[src/design/psm_ram.sv]
// Single-port-write, single-read synchronous memory with registered read data.
// Depends on nothing; used for the cell table and the bin table.
`default_nettype none
module psm_ram #(
   parameter int WIDTH = 8,
   parameter int DEPTH = 256,
   parameter int AW    = 8
) (
   input  wire logic             clock,
   input  wire logic             wr_en,
   input  wire logic [AW-1:0]    wr_addr,
   input  wire logic [WIDTH-1:0] wr_data,
   input  wire logic [AW-1:0]    rd_addr,
   output logic      [WIDTH-1:0] rd_data
);

   logic [WIDTH-1:0] mem [DEPTH];

   always_ff @(posedge clock) begin
      if (wr_en) begin
         mem[wr_addr] <= wr_data;
      end
      rd_data <= mem[rd_addr];
   end

endmodule
`default_nettype wire

[config.mk]
export PLATFORM = sky130hd
export DESIGN_NAME = psm_ram
export DESIGN_NICKNAME = d
export VERILOG_FILES = /design/src/design/psm_ram.sv
export SDC_FILE = /design/constraint.sdc
export NUM_CORES = 2
export LEC_CHECK = 0
export BUFFER_PORTS_ARGS = -buffer_cell sky130_fd_sc_hd__buf_2
export CAP_MARGIN = 20
export CORE_MARGIN = 2
export CORE_UTILIZATION = 30
export CTS_CLUSTER_SIZE = 14
export DETAILED_ROUTE_END_ITERATION = 10
export GPL_TIMING_DRIVEN = 0
export SYNTH_ARGS = -nofsm -noshare
export SYNTH_HDL_FRONTEND = slang
export SYNTH_SLANG_ARGS = --single-unit
[constraint.sdc]
create_clock -name clock -period 2.8 [get_ports clock]
set_input_delay 0.56 -clock clock [delete_from_list [all_inputs] [get_ports clock]]
set_output_delay 0.56 -clock clock [all_outputs]
set_load 0.02 [all_outputs]
Word level (Yosys, flattened, before mapping)

Memory sizes are Yosys's and may differ from the RTL's. A register that Yosys moved wholly into a read port is not among the register bits.
Cells that the tools add are included.

Memories: 1
Word-level logic and storage cells: 3
Flip-flop bits (word level): 0
Memory bits (writable): 2,048
Output and inout port bits: 8
Bits of input ports: 26

Memories:

| name | depth | bits a word | read ports | clocked after memory_dff | write ports | line | source |
|---|---|---|---|---|---|---|---|
| mem  | 256   | 8           | 1          | 1                        | 1           | 17   | `logic [WIDTH-1:0] mem [DEPTH];` |

Muxes and demuxes: 2

Operator list:

| kind              | count |
|---|---|
| 1-bit two-way mux | 2 |

Longest topological paths before layout

Depth in word-level cells: 2
Depth in mapped cells: 11
Depth with buffers taken out: 6

Least setup slack after synthesis

Ideal clock, no wire load.

Path type: input-to-reg
Start point: input rd_addr[0]
End point: register rd_data[2], read port of mem
Setup slack: 0.302 ns
Setup time: 0.131 ns
Data arrival time: 2.367 ns
Buffers on the path: 4
Stages on the path: 9
Cells stage by stage: buf_6 buf_12 buf_8 buf_2 mux4_2 a22oi_1 a21oi_1 nor4_1 nor4_2

RTL lines:

| element     | line | source |
|---|---|---|
| from (decl) | 13   | `input wire logic [AW-1:0] rd_addr,` |
| to (decl)   | 14   | `output logic [WIDTH-1:0] rd_data` |

Worst setup path in the final report

Start point: input wr_addr[2]
End point: memory mem[183][4], enable pin

RTL lines:

| element     | line | source |
|---|---|---|
| from (decl) | 11   | `input wire logic [AW-1:0] wr_addr,` |
| to (decl)   | 17   |  |

No word-level cell before the write port.

==> impl_metrics.json <==
{
  "switching_share_pct": 22.9,
  "antenna_found_initial": 22,
  "clkTransAtPathRegs_ns": 0.06,
  "die_area_um2": 269000,
  "die_h_um": 519,
  "synth_top_area_share_pct": 77.3,
  "slew-limit-headroom_pct": 17.9,
  "p_int_mw": 49.5,
  "place_inst": 7337,
  "use_met3_pct": 4.79,
  "final_cell_mix": "2048 x edfxtp_1, 454 x mux4_2, 206 x clkbuf_16",
  "synth-seq-cells": 2056,
  "dp_slack_ns": -2.21,
  "top_usage_layer": "met2",
  "grtUsageMet1_pct": 23.3,
  "ys_top_cells_by_area": "edfxtp_1 77%, mux4_2 13%, mux2i_1 1.7%",
  "setup_viol": 693,
  "portBuffers": 26,
  "grt_pass1_vias": 41100,
  "clock_skew_ns": 0.0297,
  "placed_area_um2": 85000,
  "die_w_um": 519,
  "synth.avg_cell_area_um2": 21.3,
  "rsz0062_at_grt": "yes",
  "worst_pin_slew_ns": 1.23,
  "track_usage_pct": 17.9,
  "fin_nets": 4043,
  "cts_buffers": 206,
  "num_vias": 41500,
  "critPathArrivalTime_ns": 3.58,
  "cts_root_buf": "clkbuf_16",
  "dp_hpwl_um": 164000,
  "wirelength_um": 246000,
  "use_met2_pct": 27.6,
  "drt_iter0_drc": 6429,
  "multiInputGateArea_um2": 17400,
  "hold_class": "in -> reg",
  "final_hold_viol_count": 0,
  "power_density_nw_per_um2": 693,
  "viasPerCell": 5.37,
  "layout_commonest_cell": "edfxtp_1",
  "min_period_ns": 3.09,
  "grt_pass1_wl_um": 336000,
  "seqCellArea_um2": 61700,
  "status": "finished, violations left",
  "fp.coreArea_um2": 264000,
  "cts.sinks": 2056,
  "maxCapViolCount": 0,
  "final_area_um2": 92600,
  "crit_type": "in -> reg",
  "ios": 34,
  "h-tree-depth": 4,
  "post_drt_wl_per_cell_um": 31.8,
  "cts_max_path_buffers": 3,
  "leakage_nw": 28.0,
  "drc": 0,
  "clk_latency_ns": 0.88,
  "clockPowerShare_pct": 40.9,
  "cts_tree": "built",
  "end_kind": "register",
  "yosysWarnings": 0,
  "timing.final.ws_setup_ns": -0.294,
  "grt_max_degree": 161,
  "cp.required_ns": 3.28,
  "firstDrtPassIters": 8,
  "yosysSeqAreaShare_pct": 77.5,
  "place.gp.congestion": 0.955,
  "start_util_pct": 30.1,
  "power_frac_comb_pct": 6.2,
  "synth.largest_area_cell": "edfxtp_1",
  "p_sw_mw": 14.7,
  "antenna_left": 0,
  "num_rows": 189,
  "finalCritPeriodShare_pct": 111,
  "start_kind": "input port",
  "area_growth_syn_to_layout_pct": 16.4,
  "syn_area_um2": 79600,
  "final_cells": 7733,
  "fillers": 24500,
  "clock.fmax_mhz": 323,
  "path_max_fanout": 10,
  "syn-num-nets": 3759,
  "finalMaxSlewViolations": 0,
  "ir_drop_mv": 0.737,
  "failed_checks": "negative setup slack",
  "p_seq_share_pct": 52.9,
  "syn-instance-count": 3733,
  "synth.distinct_cells": 55,
  "ctsHoldBuffers": 0,
  "grt_overflow_total": 0,
  "drive_gt1_share_pct": 28.5
}
-- path summary, 6_finish.rpt --
kind | cells past startpoint | start | end | slack [ns]
setup reg to reg | 6 | mem[101][0] | rd_data[0] | 0
hold / removal | 1 | wr_data[5] | mem[107][5] | 0.20
setup / recovery | 6 | wr_addr[2] | mem[183][4] | -0.29
hold reg to reg | 7 | mem[40][3] | rd_data[3] | 1.21
-- metrics by stage --
| step | power, mW | TNS (ns) | hold slack (ns) | util, % |
|---|---|---|---|---|
| 2_1_floorplan | 36.3 | 0 | 0.659 | - |
| 3_3_place_gp | 38.3 | -5717.39 | 0.978 | 31.8 |
| 3_5_place_dp | 38.3 | -1530.67 | 0.980 | 32.1 |
| 4_1_cts | 64.3 | -1.51 | 0.178 | 34.9 |
| 5_1_grt | 65.6 | -4.74 | 0.188 | 35.0 |
| 6_report | 64.2 | -57.92 | 0.198 | 35.0 |
-- sequential cells by signal, summed over array words and instances, names as in the netlist --
register	count
mem	2048
rd_data	8
-- cell usage after synthesis (all sizes together) --
master / n
dfxtp: 8
or2b: 1
nand2: 33
o22ai: 28
a211oi: 16
and3: 1
clkinv: 1
a31oi: 2
and3b: 2
o21ai: 12
nor3b: 1
mux2i: 134
mux2: 1
a311oi: 2
a21oi: 96
nand3b: 2
nand2b: 8
o311ai: 1
a21boi: 1
a22o: 8
edfxtp: 2048
o32ai: 5
o221ai: 47
a22oi: 133
nor4b: 1
mux4: 456
and2: 6
a221oi: 14
nor2: 282
buf: 122
nand3: 34
nand4: 10
nor2b: 31
clkbuf: 111
inv: 1
o22a: 5
or3b: 1
o211ai: 10
a2111oi: 5
nor4: 27
or2: 4
nor3: 22
-- power groups by stage --
| stage | Sequential [mW] | Combinational (mW) | Clock, mW |
|---|---|---|---|
| after floorplan | 34.6 | 1.65 | 0 |
| after global placement | 34.7 | 3.54 | 0 |
| after detailed placement | 34.6 | 3.72 | 0 |
| after CTS | 34.0 | 3.85 | 26.5 |
| after global routing | 33.9 | 4.04 | 27.7 |
| final | 34.0 | 3.96 | 26.3 |
-- final cells by class --
type	count	share of cell area, %
sequential	2056	66.6
timing repair buffer	79	1.07
clock inverter	123	1.06
tap	3533	4.77
antenna	9	0.0243
buffer	230	1.92
inverter	2	0.0122
multi-input combinational	1442	18.8
clock buffer	259	5.78
-- metal layers --
metal  vias to the layer above  part of all wire (%)
li1                      16300                     -
met1                     22200                    38
met2                      2500                    46
met3                       491                    11
met4                         4                   5.3
met5                         -                 0.013
-- worst max-delay path, cell delays in order --
cell	delay, ns
clkbuf_1	0.45
nor2b_1	0.20
clkbuf_1	0.45
nand4_1	0.44
clkbuf_2	0.65
nor2_1	0.81
-- repair_timing --
action                                  4_1_cts  5_1_grt
buffers inserted                              5        0
pin swaps                                     8        3
gates resized for setup                     250      123
endpoints found under the setup margin      628      564
-- logic make-up (layout without fill, tap and decap cells) --
family / after synthesis / count (layout) / share of synthesized area, %
flip-flops: 2056 / 2056 / 77.5
multiplexers: 591 / 591 / 14.6
AND/OR/NAND/NOR: 466 / 466 / 2.63
AO/OA/AOI/OAI: 385 / 385 / 3.42
buffers and inverters: 235 / 693 / 1.83
other: 0 / 9 / 0
No activity file was read; power rests on OpenSTA's default activity.
