## config.mk

```make
export PLATFORM = sky130hd
export DESIGN_NAME = psm_div
export DESIGN_NICKNAME = d
export VERILOG_FILES = /design/src/design/psm_pkg.sv /design/src/design/psm_div.sv
export SDC_FILE = /design/constraint.sdc
export NUM_CORES = 1
export LEC_CHECK = 0
export ABC_AREA = 0
export BUFFER_PORTS_ARGS = -buffer_cell sky130_fd_sc_hd__buf_2
export CAP_MARGIN = 20
export CELL_PAD_IN_SITES_DETAIL_PLACEMENT = 0
export CELL_PAD_IN_SITES_GLOBAL_PLACEMENT = 1
export CORE_MARGIN = 2
export CORE_UTILIZATION = 25
export CTS_BUF_LIST = sky130_fd_sc_hd__clkbuf_2
export DETAILED_ROUTE_END_ITERATION = 8
export PLACE_DENSITY = 0.52
export RECOVER_POWER = 100
export SYNTH_ARGS = -nofsm -noshare
export SYNTH_HDL_FRONTEND = slang
export SYNTH_SLANG_ARGS = --single-unit
```

## constraint.sdc

```tcl
create_clock -name clock -period 4.02 [get_ports clock]
set_input_delay 0.402 -clock clock [delete_from_list [all_inputs] [get_ports clock]]
set_output_delay 0.402 -clock clock [all_outputs]
set_load 0.01 [all_outputs]
```

## src/design/psm_pkg.sv

```systemverilog
// Shared types and constants for the polar bin scatter-mean block.
// Depends on nothing; psm_div and polar_bin_scatter_mean import it.
`default_nettype none
package psm_pkg;

   localparam int VAL_W = 24;
   localparam int SUM_W = 40;
   localparam int HIT_W = 16;

   localparam logic [1:0] ACT_BIN  = 2'd0;
   localparam logic [1:0] ACT_FILL = 2'd1;
   localparam logic [1:0] ACT_READ = 2'd2;

   localparam logic [1:0] STAT_EMPTY  = 2'd0;
   localparam logic [1:0] STAT_MEAN   = 2'd1;
   localparam logic [1:0] STAT_FILLED = 2'd2;

   localparam logic [1:0] REG_COLS   = 2'd0;
   localparam logic [1:0] REG_HEIGHT = 2'd1;

   localparam logic [HIT_W-1:0] HIT_FULL = '1;

   typedef struct packed {
      logic [SUM_W-1:0] sum;
      logic [HIT_W-1:0] hits;
      logic             saturated;
      logic [VAL_W-1:0] fill_value;
      logic             filled;
   } cell_entry_type;

   typedef struct packed {
      logic             usable;
      logic [VAL_W-1:0] value;
   } bin_entry_type;

   typedef enum logic [2:0] {
      ST_CLEAR,
      ST_IDLE,
      ST_LOOK,
      ST_EXEC,
      ST_DIV,
      ST_OUT
   } state_type;

endpackage
`default_nettype wire

```

## src/design/psm_div.sv

```systemverilog
// Bit-serial restoring divider: signed sum over unsigned hit count, truncated.
// Depends on psm_pkg for the operand widths.
`default_nettype none
module psm_div (
   input  wire logic                      clock,
   input  wire logic                      reset,
   input  wire logic                      start,
   input  wire logic [psm_pkg::SUM_W-1:0] dividend,
   input  wire logic [psm_pkg::HIT_W-1:0] divisor,
   output logic                           done,
   output logic      [psm_pkg::VAL_W-1:0] quotient
);
   import psm_pkg::*;

   localparam int CW = $clog2(SUM_W);

   logic [SUM_W-1:0] quo_ff, quo_in;
   logic [HIT_W-1:0] rem_ff, rem_in;
   logic [HIT_W-1:0] dsr_ff;
   logic [CW-1:0]    cnt_ff, cnt_in;
   logic             neg_ff;
   logic             busy_ff, busy_in;
   logic             done_ff, done_in;
   logic [HIT_W:0]   trial;
   logic [SUM_W-1:0] signed_q;

   always_comb begin
      trial   = {rem_ff, quo_ff[SUM_W-1]};
      quo_in  = {quo_ff[SUM_W-2:0], 1'b0};
      rem_in  = trial[HIT_W-1:0];
      if (trial >= {1'b0, dsr_ff}) begin
         rem_in    = HIT_W'(trial - {1'b0, dsr_ff});
         quo_in[0] = 1'b1;
      end
      cnt_in  = cnt_ff + CW'(1);
      busy_in = busy_ff && (cnt_ff != CW'(SUM_W - 1));
      done_in = busy_ff && (cnt_ff == CW'(SUM_W - 1));
   end

   always_ff @(posedge clock) begin
      if (reset) begin
         busy_ff <= 1'b0;
         done_ff <= 1'b0;
      end else begin
         busy_ff <= start ? 1'b1 : busy_in;
         done_ff <= start ? 1'b0 : done_in;
      end
   end

   always_ff @(posedge clock) begin
      if (start) begin
         quo_ff <= dividend[SUM_W-1] ? SUM_W'(-dividend) : dividend;
         rem_ff <= '0;
         dsr_ff <= divisor;
         cnt_ff <= '0;
         neg_ff <= dividend[SUM_W-1];
      end else if (busy_ff) begin
         quo_ff <= quo_in;
         rem_ff <= rem_in;
         cnt_ff <= cnt_in;
      end
   end

   assign signed_q = neg_ff ? SUM_W'(-quo_ff) : quo_ff;
   assign quotient = signed_q[VAL_W-1:0];
   assign done     = done_ff;

endmodule
`default_nettype wire

```

# Word level (Yosys, flattened, before mapping)
# Index checks and enable logic that the tools add are counted.
# op_classes
n_eq_ne	2
n_reduce_logical	4
n_lt_le_gt_ge	1
n_mux	7
n_addsub	4
# op_table
operator	count
two-way mux 40 bit	3
negation 40 bit	1
two-way mux 24 bit	1
negation 24 bit	1
>= comparator 17 x 16 -> 1 bit	1
two-way mux 16 bit	1
subtractor 16 bit	1
adder 6 x 1 -> 6 bit, second input constant	1
== test 6 bit, second input constant	1
!= test 6 bit, second input constant	1
logical AND 1 bit	2
two-way mux 1 bit	2
nonzero test 2 bit	1
OR reduction 2 bit	1
# totals
regBits	81
input_bits	59

# Logic depth before layout (Yosys ltp)
# logic_depth
ltp_word	4
mapped_depth	11
mapped_depth_nobuf	11

# Worst setup path before layout
# No wires, ideal clock.
# synth_timing
kind	register -> register
from	reg quo_ff[39]
to	reg rem_ff[14]
n_path_buf	0
setup_ns	0.122
slack_ns	1.247
arrival_ns	2.651
stages_incl_launch_ff	12
cell_sequence	edfxtp_1 -> inv_1 -> ha_1 -> inv_1 -> fa_1 -> a21o_1 -> a221o_1 -> a311oi_2 -> o21bai_1 -> a311oi_1 -> a211oi_1 -> a311o_1
# synth_via
elab_chain_len	2
# synth_lines
element	line	text
from (decl)	psm_div.sv:17	logic [SUM_W-1:0] quo_ff, quo_in;
from (signal assigned)	psm_div.sv:52	quo_ff <= dividend[SUM_W-1] ? SUM_W'(-dividend) : dividend;
from (signal assigned)	psm_div.sv:58	quo_ff <= quo_in;
subtractor 16 bit or >= comparator 17 x 16 -> 1 bit (tied branches)	psm_div.sv:32, psm_div.sv:31	
two-way mux 16 bit (*)	psm_div.sv:31	if (trial >= {1'b0, dsr_ff}) begin
to (signal assigned)	psm_div.sv:59	rem_ff <= rem_in;
to (decl)	psm_div.sv:18	logic [HIT_W-1:0] rem_ff, rem_in;
# Mark *: on every way between the ends. The rest lies on a longest branch, timed or not.
# A chain may end at the register's enable or synchronous reset.

# Worst setup path after layout
# layout_timing
from	reg quo_ff[0]
to	out quotient[23] (netlist name)
# layout_via
elab_chain_len	2
# layout_lines
element	line	text
negation 24 bit	psm_div.sv:64	assign signed_q = neg_ff ? SUM_W'(-quo_ff) : quo_ff;
two-way mux 24 bit	psm_div.sv:64	
to (decl)	psm_div.sv:11	output logic [psm_pkg::VAL_W-1:0] quotient
# Every way passes these cells.

==> metrics.txt <==
status complete, but fails checks; failing checks capacitance limit, slew limit; setup total negative slack 0 ns; TritonCTS Buffers 9; grt ovf 0; PwrDens 340 nW/um^2; H-tree level count 3; pin count of the biggest net entering global routing 53; wire per inst ~15 um; CP arrival 3.25 ns; Die Y 150 um; final core utilization 29.8%; initial antenna violation count 1; number of synthesized flops with an enable pin between 50 and 60; Tot GR Track Use 12.4%; hold_sp dividend[6]; DIE WIDTH between 100 and 150 um; Tcrit/Tclk final 90.8%; top-count cell post-synth nor2_1; TritonCTS clock tree done; Area Overhead vs Synth 17.8%; post-placement cell count approximately 920; RSZ-0062 raised after global routing false; final setup fails 0; top cells by area, synth edfxtp_1 (32%), dfxtp_1 (9.1%), xor2_1 (7.1%); post-CTS sizing 0; CP Class flop to output pin; maxcap violations 4; Core ar. 21,000 um^2; element type at the critical path end output pin; vias in the first global route 4,356; Mapped Nets 659; CP startpoint quo_ff[0]$_DFFE_PP_; site row count 53; number of remaining DRC errors 0; Yosys reg bits 81; total power 2.13 mW; CTS root buf clkbuf_2; remaining antenna violation count 0; Hold Path Class input pin to flop; Worst Reg-to-Reg Cells 11; Die ar. 22,400 um^2; clk_lat worst skew roughly 0.6 ns; Yosys cell types 59; via count roughly 4,500; Warnings, synthesis 0; final hold vios 0; area leader, netlist edfxtp_1; Final GP Congestion 0.783; Layout Nets 747; Routed WL 13,800 um; Final Max Slew Viols 153; Starting Density 25.3%; Post-synth ARST share 0%; Post-synth top flop edfxtp_1; worst slew pin tran 1.72 ns; CTS Buffer Depth 2; Synth Cell Area about 5300 um^2; Hold Buf Count CTS 17; Crit Reg-Reg Startpoint quo_ff[39]$_DFFE_PP_; worst-path maximum fanout 5; WHS just under 0.2 ns; Avg Cell Area, Syn slightly above 9 um^2; Post-CTS Setup Bufs 0; static leakage 2.33 nW; global-route wire length before repair between 20,000 and 25,000 um; register area share after synthesis 41.3%; Syn Inst Count 580; Boundary Pins 84; f_max ~270 MHz; ratio of cells with drive above 1 in the final layout approximately an eighth; clock slew at reported path FFs 0.27 ns; Clock Sinks 81; fin crit period ~3.7 ns; PortBufs between 80 and 90; Layout Skew 0.0419 ns; Initial DRC Count 167; post-DP HPWL around 10,000 um; drt first pass iters 4; hold-critical path depth 3; startpoint types flop; Via-to-Cell Ratio 4.78; Worst Path Required 3.62 ns; Peak supply drop 0.107 mV; Post-Layout Cell Count 950; Slew HR -15.0%; synth cell count leaders nor2_1 (69), a21oi_1 (57), edfxtp_1 (57); top cell type's share of synthesized area 32.2%
## flip-flops by register name, indices dropped and copies added (netlist names)
register  cells
quo_ff       40
dsr_ff       16
rem_ff       16
cnt_ff        6
busy_ff       1
done          1
neg_ff        1
## report_power, final
group | internal [mW] | switching (mW)
Sequential | 0.992 | 0.0654
Clock | 0.142 | 0.317
Combinational | 0.256 | 0.356
Total | 1.39 | 0.738
## stage by stage
step                worst slack (ns)  area [um^2]
finish                         0.368         6250
global route                  0.0874         6250
CTS                            0.347         6300
detailed placement             0.893         6010
global placement               0.970         6010
floorplan                       1.25         5310
## placed cells by master, fill, tap and decap left out, drive strengths merged, types with 16 or more instances in the layout
cell type     n
o31ai        18
edfxtp       57
clkbuf       36
o21ai        33
xnor2        30
buf          62
xor2         43
dfxtp        24
ha           19
a21oi        57
inv          27
dlygate4sd3  17
nand3        16
nand2        33
nor2         69
## worst max-delay path, stage by stage, from the launching register on
cell	delay, ns
edfxtp_1	0.51
or3_1	0.43
or3_1	0.36
or3_1	0.40
nor3_1	0.19
nand2_1	0.13
o21ai_0	0.33
xnor2_1	0.16
buf_2	0.15
## area by class of cell
type | count | area (um^2)
Clock inverter | 7 | 71.3
Clock buffer | 9 | 45.0
Sequential cell | 81 | 2190
Antenna cell | 2 | 5.00
Timing Repair Buffer | 106 | 594
Multi-Input combinational cell | 443 | 2900
Tap cell | 275 | 344
Inverter | 27 | 101
Fill cell | 2332 | 14700
## final timing paths
check	to	slack, ns
min	quo_ff[6]$_DFFE_PP_	0.19
max reg2reg	rem_ff[14]$_SDFFE_PP0P_	0.70
max	quotient[23]	0.37
min reg2reg	cnt_ff[5]$_SDFFE_PP0P_	0.51
## logic make-up (layout without fill, tap and decap cells)
logic type                 Yosys count  in the layout  synth area share [%]
AOI/OAI and AO/OA                  161            161                  19.7
xor gates and xnor gates            73             73                  12.0
adders and majority gates           20             20                  4.86
buffers and inverters               56            149                  4.03
DFF                                 81             81                  41.3
muxes                                2              2                 0.377
other                                0              2                     0
and+or+nand+nor                    187            187                  17.7
## per-layer routing
metal	vias up	share of wire [%]	global-route usage [%]
met4	0	1.1	3.63
met5	-	0	0
met1	2144	49	16.5
met3	13	3.8	2.26
li1	2311	-	-
met2	74	46	20.4
Note: power is estimated with default switching activity, not from simulation.
